[src/rtl/mdfr_pkg.sv]
// Shared types and constants for the Modbus distance frame receiver.
`default_nettype none

package mdfr_pkg;

  // Frame check result codes
  typedef enum logic [2:0] {
    ST_OK       = 3'd0,
    ST_SHORT    = 3'd1,
    ST_ADDRESS  = 3'd2,
    ST_FUNCTION = 3'd3,
    ST_COUNT    = 3'd4,
    ST_CRC      = 3'd5,
    ST_RANGE    = 3'd6
  } frame_status_t;

  // Configuration register indexes
  typedef enum logic [1:0] {
    CFG_GAP     = 2'd0,
    CFG_SILENCE = 2'd1,
    CFG_ADDR    = 2'd2
  } cfg_reg_t;

  // Checker sequencer states
  typedef enum logic [1:0] {
    CK_IDLE = 2'd0,
    CK_WALK = 2'd1,
    CK_DONE = 2'd2
  } ck_state_t;

  typedef struct packed {
    logic       mode;
    logic [7:0] rx_byte;
  } in_word_t;

  typedef struct packed {
    frame_status_t frame_status;
    logic [15:0]   distance_mm;
    logic          distance_valid;
    logic [5:0]    frame_length;
  } out_word_t;

  localparam logic       MODE_BYTE     = 1'b0;
  localparam logic       MODE_TICK     = 1'b1;
  localparam int         CFG_W         = 16;
  localparam logic [7:0] GAP_RESET     = 8'd5;
  localparam logic [15:0] SILENCE_RESET = 16'd1000;
  localparam logic [7:0] ADDR_RESET    = 8'h06;
  localparam logic [15:0] IDLE_MAX     = 16'hFFFF;
  localparam logic [15:0] CRC_INIT     = 16'hFFFF;
  localparam logic [15:0] CRC_POLY     = 16'hA001;
  localparam logic [7:0] FUNC_READ     = 8'h03;
  localparam logic [7:0] DATA_BYTES    = 8'h02;
  localparam logic [7:0] RANGE_HIGH    = 8'hFF;
  localparam int         MIN_FRAME     = 7;

endpackage

`default_nettype wire

[src/rtl/mdfr_buffer.sv]
// Frame byte store: one write port, one registered read port.
`default_nettype none

module mdfr_buffer #(
  parameter int BUFFER_BYTES = 32,
  parameter int IDX_W        = 5
) (
  input  wire logic             clk,
  input  wire logic             wr_en,
  input  wire logic [IDX_W-1:0] wr_idx,
  input  wire logic [7:0]       wr_data,
  input  wire logic             rd_en,
  input  wire logic [IDX_W-1:0] rd_idx,
  output logic      [7:0]       rd_data
);

  logic [7:0] mem [BUFFER_BYTES];

  // Write a received byte
  always_ff @(posedge clk) begin
    if (wr_en) begin
      mem[wr_idx] <= wr_data;
    end
  end

  // Registered read: data appears the cycle after rd_en
  always_ff @(posedge clk) begin
    if (rd_en) begin
      rd_data <= mem[rd_idx];
    end
  end

endmodule

`default_nettype wire

[src/rtl/mdfr_check.sv]
// Frame checker: walks the buffer, runs CRC-16, holds distance, drives results.
`default_nettype none

module mdfr_check #(
  parameter int BUFFER_BYTES = 32,
  parameter int IDX_W        = 5,
  parameter int LEN_W        = 6
) (
  input  wire logic                clk,
  input  wire logic                rst,
  input  wire logic                start,
  input  wire logic [LEN_W-1:0]    start_len,
  input  wire logic [7:0]          device_address,
  output logic                     rd_en,
  output logic      [IDX_W-1:0]    rd_idx,
  input  wire logic [7:0]          rd_data,
  output logic                     busy,
  output logic                     out_valid,
  input  wire logic                out_stall,
  output mdfr_pkg::out_word_t      out_word
);

  mdfr_pkg::ck_state_t     state, state_next;
  mdfr_pkg::frame_status_t status;

  logic [LEN_W-1:0]  len;
  logic [LEN_W-1:0]  len_m1;
  logic [LEN_W-1:0]  len_m2;
  logic [LEN_W+5:0]  len_ext;
  logic              short_frame;
  logic [LEN_W-1:0]  rd_cnt;
  logic              pr_vld;
  logic [LEN_W-1:0]  pr_idx;
  logic [15:0]       crc;
  logic              addr_bad;
  logic              func_bad;
  logic              cnt_bad;
  logic [7:0]        dist_hi;
  logic [7:0]        dist_lo;
  logic [7:0]        rx_lo;
  logic [7:0]        rx_hi;
  logic [15:0]       held_distance, held_distance_next;
  logic              held_valid, held_valid_next;
  logic              load;

  // One byte of CRC-16/Modbus, reflected polynomial
  function automatic logic [15:0] crc_byte(input logic [15:0] crc_in, input logic [7:0] data);
    logic [15:0] c;
    c = crc_in ^ {8'd0, data};
    for (int b = 0; b < 8; b++) begin
      c = c[0] ? ((c >> 1) ^ mdfr_pkg::CRC_POLY) : (c >> 1);
    end
    return c;
  endfunction

  assign len_m1  = len - LEN_W'(1);
  assign len_m2  = len - LEN_W'(2);
  assign len_ext = {6'd0, len};

  // Next state
  always_comb begin
    state_next = state;
    unique case (state)
      mdfr_pkg::CK_IDLE: begin
        if (start) begin
          state_next = (start_len < LEN_W'(mdfr_pkg::MIN_FRAME)) ?
                       mdfr_pkg::CK_DONE : mdfr_pkg::CK_WALK;
        end
      end
      mdfr_pkg::CK_WALK: begin
        if (pr_vld && pr_idx == len_m1) begin
          state_next = mdfr_pkg::CK_DONE;
        end
      end
      mdfr_pkg::CK_DONE: begin
        if (load) begin
          state_next = mdfr_pkg::CK_IDLE;
        end
      end
      default: state_next = mdfr_pkg::CK_IDLE;
    endcase
  end

  // State outputs
  always_comb begin
    rd_en  = 1'b0;
    load   = 1'b0;
    busy   = 1'b1;
    rd_idx = rd_cnt[IDX_W-1:0];
    unique case (state)
      mdfr_pkg::CK_IDLE: busy  = 1'b0;
      mdfr_pkg::CK_WALK: rd_en = (rd_cnt < len);
      mdfr_pkg::CK_DONE: load  = !out_valid || !out_stall;
      default:           busy  = 1'b1;
    endcase
  end

  // Resolve status in check order and the latched distance that follows
  always_comb begin
    held_distance_next = held_distance;
    held_valid_next    = held_valid;
    if (short_frame) begin
      status = mdfr_pkg::ST_SHORT;
    end else if (addr_bad) begin
      status = mdfr_pkg::ST_ADDRESS;
    end else if (func_bad) begin
      status = mdfr_pkg::ST_FUNCTION;
    end else if (cnt_bad) begin
      status = mdfr_pkg::ST_COUNT;
    end else if (crc != {rx_hi, rx_lo}) begin
      status = mdfr_pkg::ST_CRC;
    end else if (dist_hi == mdfr_pkg::RANGE_HIGH) begin
      status          = mdfr_pkg::ST_RANGE;
      held_valid_next = 1'b0;
    end else begin
      status             = mdfr_pkg::ST_OK;
      held_distance_next = {dist_hi, dist_lo};
      held_valid_next    = 1'b1;
    end
  end

  // Control registers
  always_ff @(posedge clk) begin
    if (rst) begin
      state         <= mdfr_pkg::CK_IDLE;
      pr_vld        <= 1'b0;
      out_valid     <= 1'b0;
      held_distance <= 16'd0;
      held_valid    <= 1'b0;
    end else begin
      state  <= state_next;
      pr_vld <= rd_en;
      if (load) begin
        out_valid     <= 1'b1;
        held_distance <= held_distance_next;
        held_valid    <= held_valid_next;
      end else if (!out_stall) begin
        out_valid <= 1'b0;
      end
    end
  end

  // Walk datapath: issue reads, fold returned bytes into the checks
  always_ff @(posedge clk) begin
    if (state == mdfr_pkg::CK_IDLE && start) begin
      len         <= start_len;
      short_frame <= (start_len < LEN_W'(mdfr_pkg::MIN_FRAME));
      rd_cnt      <= '0;
      crc         <= mdfr_pkg::CRC_INIT;
    end
    if (rd_en) begin
      rd_cnt <= rd_cnt + LEN_W'(1);
      pr_idx <= rd_cnt;
    end
    if (pr_vld) begin
      if (pr_idx == LEN_W'(0)) addr_bad <= (rd_data != device_address);
      if (pr_idx == LEN_W'(1)) func_bad <= (rd_data != mdfr_pkg::FUNC_READ);
      if (pr_idx == LEN_W'(2)) cnt_bad  <= (rd_data != mdfr_pkg::DATA_BYTES);
      if (pr_idx == LEN_W'(3)) dist_hi  <= rd_data;
      if (pr_idx == LEN_W'(4)) dist_lo  <= rd_data;
      if (pr_idx < len_m2)     crc      <= crc_byte(crc, rd_data);
      if (pr_idx == len_m2)    rx_lo    <= rd_data;
      if (pr_idx == len_m1)    rx_hi    <= rd_data;
    end
  end

  // Load the result word
  always_ff @(posedge clk) begin
    if (load) begin
      out_word.frame_status   <= status;
      out_word.distance_mm    <= held_distance_next;
      out_word.distance_valid <= held_valid_next;
      out_word.frame_length   <= len_ext[5:0];
    end
  end

  a_start_idle: assert property (@(posedge clk) disable iff (rst)
    start |-> state == mdfr_pkg::CK_IDLE)
    else $error("frame close requested while checker busy");

  a_walk_bound: assert property (@(posedge clk) disable iff (rst)
    state == mdfr_pkg::CK_WALK |-> rd_cnt <= len)
    else $error("read counter ran past frame length");

  a_proc_bound: assert property (@(posedge clk) disable iff (rst)
    pr_vld |-> pr_idx < len)
    else $error("processed byte index outside frame");

  a_ok_latches: assert property (@(posedge clk) disable iff (rst)
    load && status == mdfr_pkg::ST_OK |=> held_valid && out_valid)
    else $error("good frame did not latch a valid distance");

  a_short_skips: assert property (@(posedge clk) disable iff (rst)
    state == mdfr_pkg::CK_DONE && short_frame |-> $past(state) != mdfr_pkg::CK_WALK)
    else $error("short frame walked the buffer");

endmodule

`default_nettype wire

[src/rtl/modbus_distance_frame_receiver.sv]
// Top level: config registers, byte intake, idle timing, buffer and checker.
`default_nettype none

// Receives Modbus RTU read responses one UART byte per input word and times
// inter-frame gaps with millisecond tick words. A byte word, or a tick that
// closes no frame, brings no stall of its own. A tick that closes a frame of
// length N starts a walk of the frame buffer through its single read port,
// one byte per cycle, and input stays stalled while the walk runs (frames
// shorter than seven bytes skip the walk), longer if the result word is
// held by out_stall. One result word is produced per closed frame. Byte
// words and ticks that close nothing produce no result. Config writes
// (gap, silence, device address) belong to idle periods.
module modbus_distance_frame_receiver #(
  parameter int BUFFER_BYTES = 32
) (
  input  wire logic                            clk,
  input  wire logic                            rst,
  input  wire logic                            in_valid,
  output logic                                 in_stall,
  input  wire mdfr_pkg::in_word_t              in_word,
  output logic                                 out_valid,
  input  wire logic                            out_stall,
  output mdfr_pkg::out_word_t                  out_word,
  input  wire logic                            cfg_we,
  input  wire logic [1:0]                      cfg_idx,
  input  wire logic [mdfr_pkg::CFG_W-1:0]      cfg_data
);

  localparam int IDX_W = $clog2(BUFFER_BYTES);
  localparam int LEN_W = $clog2(BUFFER_BYTES + 1);

  logic [7:0]       gap_ticks;
  logic [15:0]      silence_ticks;
  logic [7:0]       device_address;
  logic [LEN_W-1:0] byte_count, byte_count_next;
  logic [15:0]      idle_count, idle_count_next;
  logic [15:0]      idle_inc;
  logic             accept;
  logic             buf_full;
  logic             wr_en;
  logic             ck_start;
  logic             ck_busy;
  logic             rd_en;
  logic [IDX_W-1:0] rd_idx;
  logic [7:0]       rd_data;

  // Write configuration registers
  always_ff @(posedge clk) begin
    if (rst) begin
      gap_ticks      <= mdfr_pkg::GAP_RESET;
      silence_ticks  <= mdfr_pkg::SILENCE_RESET;
      device_address <= mdfr_pkg::ADDR_RESET;
    end else if (cfg_we) begin
      unique case (mdfr_pkg::cfg_reg_t'(cfg_idx))
        mdfr_pkg::CFG_GAP:     gap_ticks      <= cfg_data[7:0];
        mdfr_pkg::CFG_SILENCE: silence_ticks  <= cfg_data[15:0];
        mdfr_pkg::CFG_ADDR:    device_address <= cfg_data[7:0];
        default:               gap_ticks      <= gap_ticks;
      endcase
    end
  end

  assign accept   = in_valid && !in_stall;
  assign in_stall = ck_busy;
  assign buf_full = (byte_count == LEN_W'(BUFFER_BYTES));
  assign idle_inc = (idle_count == mdfr_pkg::IDLE_MAX) ? idle_count : idle_count + 16'd1;
  assign wr_en    = accept && in_word.mode == mdfr_pkg::MODE_BYTE && !buf_full;

  // Advance byte and idle counts; close a frame past the gap, drop it past the silence
  always_comb begin
    byte_count_next = byte_count;
    idle_count_next = idle_count;
    ck_start        = 1'b0;
    if (accept) begin
      if (in_word.mode == mdfr_pkg::MODE_BYTE) begin
        idle_count_next = 16'd0;
        byte_count_next = buf_full ? '0 : byte_count + LEN_W'(1);
      end else if (idle_inc > silence_ticks) begin
        idle_count_next = 16'd0;
        byte_count_next = '0;
      end else begin
        idle_count_next = idle_inc;
        if (byte_count != '0 && idle_inc > {8'd0, gap_ticks}) begin
          ck_start        = 1'b1;
          byte_count_next = '0;
        end
      end
    end
  end

  always_ff @(posedge clk) begin
    if (rst) begin
      byte_count <= '0;
      idle_count <= 16'd0;
    end else begin
      byte_count <= byte_count_next;
      idle_count <= idle_count_next;
    end
  end

  mdfr_buffer #(
    .BUFFER_BYTES (BUFFER_BYTES),
    .IDX_W        (IDX_W)
  ) u_buffer (
    .clk     (clk),
    .wr_en   (wr_en),
    .wr_idx  (byte_count[IDX_W-1:0]),
    .wr_data (in_word.rx_byte),
    .rd_en   (rd_en),
    .rd_idx  (rd_idx),
    .rd_data (rd_data)
  );

  mdfr_check #(
    .BUFFER_BYTES (BUFFER_BYTES),
    .IDX_W        (IDX_W),
    .LEN_W        (LEN_W)
  ) u_check (
    .clk            (clk),
    .rst            (rst),
    .start          (ck_start),
    .start_len      (byte_count),
    .device_address (device_address),
    .rd_en          (rd_en),
    .rd_idx         (rd_idx),
    .rd_data        (rd_data),
    .busy           (ck_busy),
    .out_valid      (out_valid),
    .out_stall      (out_stall),
    .out_word       (out_word)
  );

endmodule

`default_nettype wire

[config.mk]
export PLATFORM = sky130hd
export DESIGN_NAME = modbus_distance_frame_receiver
export DESIGN_NICKNAME = d
export VERILOG_FILES = /design/src/rtl/mdfr_pkg.sv /design/src/rtl/mdfr_buffer.sv /design/src/rtl/mdfr_check.sv /design/src/rtl/modbus_distance_frame_receiver.sv
export SDC_FILE = /design/constraint.sdc
export NUM_CORES = 1
export LEC_CHECK = 0
export BUFFER_PORTS_ARGS = -buffer_cell sky130_fd_sc_hd__buf_2
export CAP_MARGIN = 25
export CORE_MARGIN = 1.5
export CORE_UTILIZATION = 53
export DETAILED_ROUTE_END_ITERATION = 10
export GPL_ROUTABILITY_DRIVEN = 0
export HOLD_SLACK_MARGIN = 0.03
export PLACE_DENSITY_LB_ADDON = 0.08
export SYNTH_ARGS = -nofsm -noshare
export SYNTH_HDL_FRONTEND = slang
export SYNTH_SLANG_ARGS = --single-unit
[constraint.sdc]
create_clock -name clk -period 4.87 [get_ports clk]
set_input_delay 0.7305 -clock clk [delete_from_list [all_inputs] [get_ports clk]]
set_output_delay 0.7305 -clock clk [all_outputs]
set_load 0.02 [all_outputs]
==> qor.yml <==
status: "finished, final reports clean"
grt_use_total: 0.216
hold_viol: 0
path_cells: "and3_1, nor3b_1, nand2_1, a41oi_1, xnor2_1, ha_1, a2111oi_0, o21ai_0, a221oi_1, a32oi_1, or3_1, or2_2, inv_1"
syn_inst: 1204
cts-root-buf: "clkbuf_16"
fin_crit_ns: 4.37
rsz0062_at_grt: "false"
ys.flop_type: "edfxtp_1"
ir_drop_mv: 0.295
grt_pass1_wl_microns: 58300
routed_via_density: 5.80
min_to: "silence_ticks[8]$_SDFFE_PP1P_"
synthAdderAreaFrac: 0.0286
synth-simple-area-share: 0.0811
synth-edff-count: 344
place_hpwl_microns: 23700
final_cells: 1757
cts_setup_buffers: 0
required_ns: 5.09
wire_per_inst_microns: 21.7
antenna_found_initial: 0
ios: 60
worstHoldStart: "cfg_data[8]"
area_growth_pct: 11.8
syn_nets: 1278
cp_num_buf_inv: 1
critical_path_class: "reg2reg"
cap_violations: 0
drtPass1Iterations: 5
grt_max_degree: 69
r2r_cells: 13
crit_family: "simple AND/OR/NAND/NOR gates"
fin_area_sq_um: 20500
path_clk_slew_ns: 0.06
cts_buffer_depth: 3
initialDrtViolationCount: 691
hold_class: "in2reg"
drc_errors: 0
drv_slew: 0
overflow: 0
seqCellArea_sq_um: 12200
gr-max-usage-layer: "met2"
ys.warnings.count: 0
synth_top_family_by_area: "multiplexers"
synth_cell_types: 72
ctsResizeCount: 0
reg2reg_from: "idle_count[0]$_SDFFE_PP0P_"
drtAntennaViolNets: 0
slowest_delay_ns: 0.47
muxShareOfSynthArea: 0.117
n_antenna_cell: 0
power-per-cell-area_nw_per_um2: 367
rows: 67
slowest_stage: "nor3b_1"
die_y_microns: 189
grt_use_met2: 0.354
fin_util: 0.608
setup_viol: 0
worstMarginPinSlew_ns: 0.997
ys_ff_latch: 435
cts_tree: "done"
vias: 10200
floorplan.initialDensity: 0.544
synth_compound_area_frac: 0.0571
fin_nets: 1348
synthXorXnorAreaFrac: 0.0339
ys_top_cells_by_area: "edfxtp_1 56%, dfxtp_1 9.9%, mux4_2 9.8%, ha_1 2.9%, nor2_1 1.9%"
grt_pass1_vias: 10100
tns_ns: 0
hold_buffers: 0
synth_area_leader_cell: "edfxtp_1"
slew_headroom: 0.335
endpoint_kind: "flip-flop"
syn-cell-area_sq_um: 18400
fp.dieW_microns: 189
cp-start-kind: "flip-flop"
cts_sinks: 435
worst_skew_pair.late_latency_ns: 0.56
critical_path_depth: 13
dpl.cell_count: 1675
num-fill-cells: 2540
port_buffers: 59
whs_path_depth: 2
reg2reg_to: "u_check.len[5]$_DFFE_PP_"
synth_async_sr_flop_share: 0
drive_gt1_frac: 0.194
worstPathArrival_ns: 4.59
drt_wl_total_microns: 38100
dieArea_sq_um: 35800
synth_area_per_cell_sq_um: 15.3
grtUsageMet3: 0.0352
synth.yosys.seq_area_share: 0.662
core_sq_um: 33800
crit_fanout: 7
dpl-instance-area_sq_um: 19100
max_freq_ghz: 0.229
htree_levels: 2
fin_skew_ns: 0.0234
rrSetupSlack_ns: 0.50
gr-usage-met1: 0.303
cts_buffers: 45
synth_top_area_frac: 0.562
min_period_over_period: 0.897
p_leak_nw: 7.00
multi_input_area_sq_um: 5860
==> worst max-delay path by stage <==
stage | to | startpoint | slack, ns
final | u_check.len[5]$_DFFE_PP_ | idle_count[0]$_SDFFE_PP0P_ | 0.50
after CTS | u_check.rd_cnt[4]$_SDFFCE_PN0P_ | idle_count[0]$_SDFFE_PP0P_ | 0.52
after global placement | u_check.rd_cnt[2]$_SDFFCE_PN0P_ | idle_count[0]$_SDFFE_PP0P_ | 0.65
after global routing | u_check.len[4]$_DFFE_PP_ | idle_count[0]$_SDFFE_PP0P_ | 0.06
after detailed placement | u_check.rd_cnt[4]$_SDFFCE_PN0P_ | idle_count[0]$_SDFFE_PP0P_ | 0.56
after floorplan | u_check.len[0]$_DFFE_PP_ | idle_count[0]$_SDFFE_PP0P_ | 1.10
==> cell families (layout without fill, tap and decap cells) <==
| logic type | Yosys count | in the layout |
|---|---|---|
| buffers and inverters | 93 | 198 |
| AO/OA/AOI/OAI | 149 | 149 |
| multiplexers | 112 | 112 |
| XOR/XNOR | 71 | 71 |
| flip-flops | 435 | 435 |
| AND/OR/NAND/NOR | 302 | 302 |
| adder cells (fa/ha/maj) | 42 | 42 |
==> per-stage QoR <==
step                power, mW  hold WS, ns  worst slack (ns)
finish                   7.54        0.403             0.500
global placement         4.38        0.439             0.645
floorplan                4.29        0.434              1.10
CTS                      7.60        0.386             0.519
global route             7.76        0.408            0.0573
detailed placement       4.39        0.444             0.560
==> layout make-up <==
| class | count | share of cell area |
|---|---|---|
| Sequential cell | 435 | 0.592 |
| Multi-Input combinational cell | 676 | 0.285 |
| Clock buffer | 69 | 0.0627 |
| Tap cell | 448 | 0.0273 |
| Timing Repair Buffer | 73 | 0.0201 |
| Inverter | 43 | 0.00786 |
| Clock inverter | 13 | 0.00475 |
==> registers in the layout, summed over array words and instances (netlist names), 6 cells and up <==
signal                 cells
byte_count                 6
device_address             8
gap_ticks                  8
idle_count                16
silence_ticks             16
u_buffer.mem             256
u_buffer.rd_data           8
u_check.crc               16
u_check.dist_hi            8
u_check.dist_lo            8
u_check.held_distance     16
u_check.len                6
u_check.out_word          26
u_check.pr_idx             6
u_check.rd_cnt             6
u_check.rx_hi              8
u_check.rx_lo              8
==> worst register-to-register path, cell delays in order, from the launching register on <==
cell	delay (ns)
dfxtp_1	0.40
and3_1	0.25
nor3b_1	0.47
nand2_1	0.18
a41oi_1	0.37
xnor2_1	0.13
ha_1	0.21
a2111oi_0	0.37
o21ai_0	0.16
a221oi_1	0.30
a32oi_1	0.16
or3_1	0.46
or2_2	0.38
inv_1	0.22
==> per-layer routing <==
layer / up-vias / routed length, microns
met5: - / 0
met4: 0 / 754
met3: 57 / 2020
met2: 279 / 18300
met1: 5108 / 17000
li1: 4744 / -
==> cells in the final DEF (no fill, tap or decap), types with 8 or more instances in the layout <==
master / synthesis / layout
buf_2: 4 / 59
edfxtp_1: 344 / 344
nor4_1: 8 / 8
o21ai_0: 13 / 13
and3_1: 13 / 13
a211o_1: 10 / 10
nand3_1: 41 / 41
xor2_1: 37 / 37
nand2b_1: 8 / 8
mux2_2: 25 / 25
nand2_1: 76 / 76
inv_1: 43 / 43
a2bb2oi_1: 11 / 11
a21oi_1: 60 / 59
nor2b_1: 8 / 8
clkbuf_1: 31 / 18
nor3_1: 11 / 11
mux4_2: 80 / 80
buf_4: 0 / 13
xnor2_1: 34 / 34
clkbuf_16: 0 / 46
nor2_1: 92 / 92
ha_1: 42 / 42
dfxtp_1: 91 / 91
==> synth_stat cells (8+ instances only) <==
library cell,instances
mux4_2,80
nor3_1,11
dfxtp_1,91
nand2_1,76
clkbuf_1,31
nor2b_1,8
ha_1,42
nor4_1,8
buf_1,12
nor2_1,92
a2bb2oi_1,11
xnor2_1,34
edfxtp_1,344
mux2_2,25
inv_1,43
xor2_1,37
o21ai_0,13
and3_1,13
a21oi_1,60
nand2b_1,8
nand3_1,41
a211o_1,10
==> report_power, final <==
part	internal [mW]	total [mW]	leakage, nW	switching (mW)
clock	1.87	3.23	0.664	1.36
sequential	4.03	4.06	3.87	0.0301
combinational	0.100	0.250	2.47	0.150
total	6.00	7.54	7.00	1.54
Power figures use the tool's default switching activity.
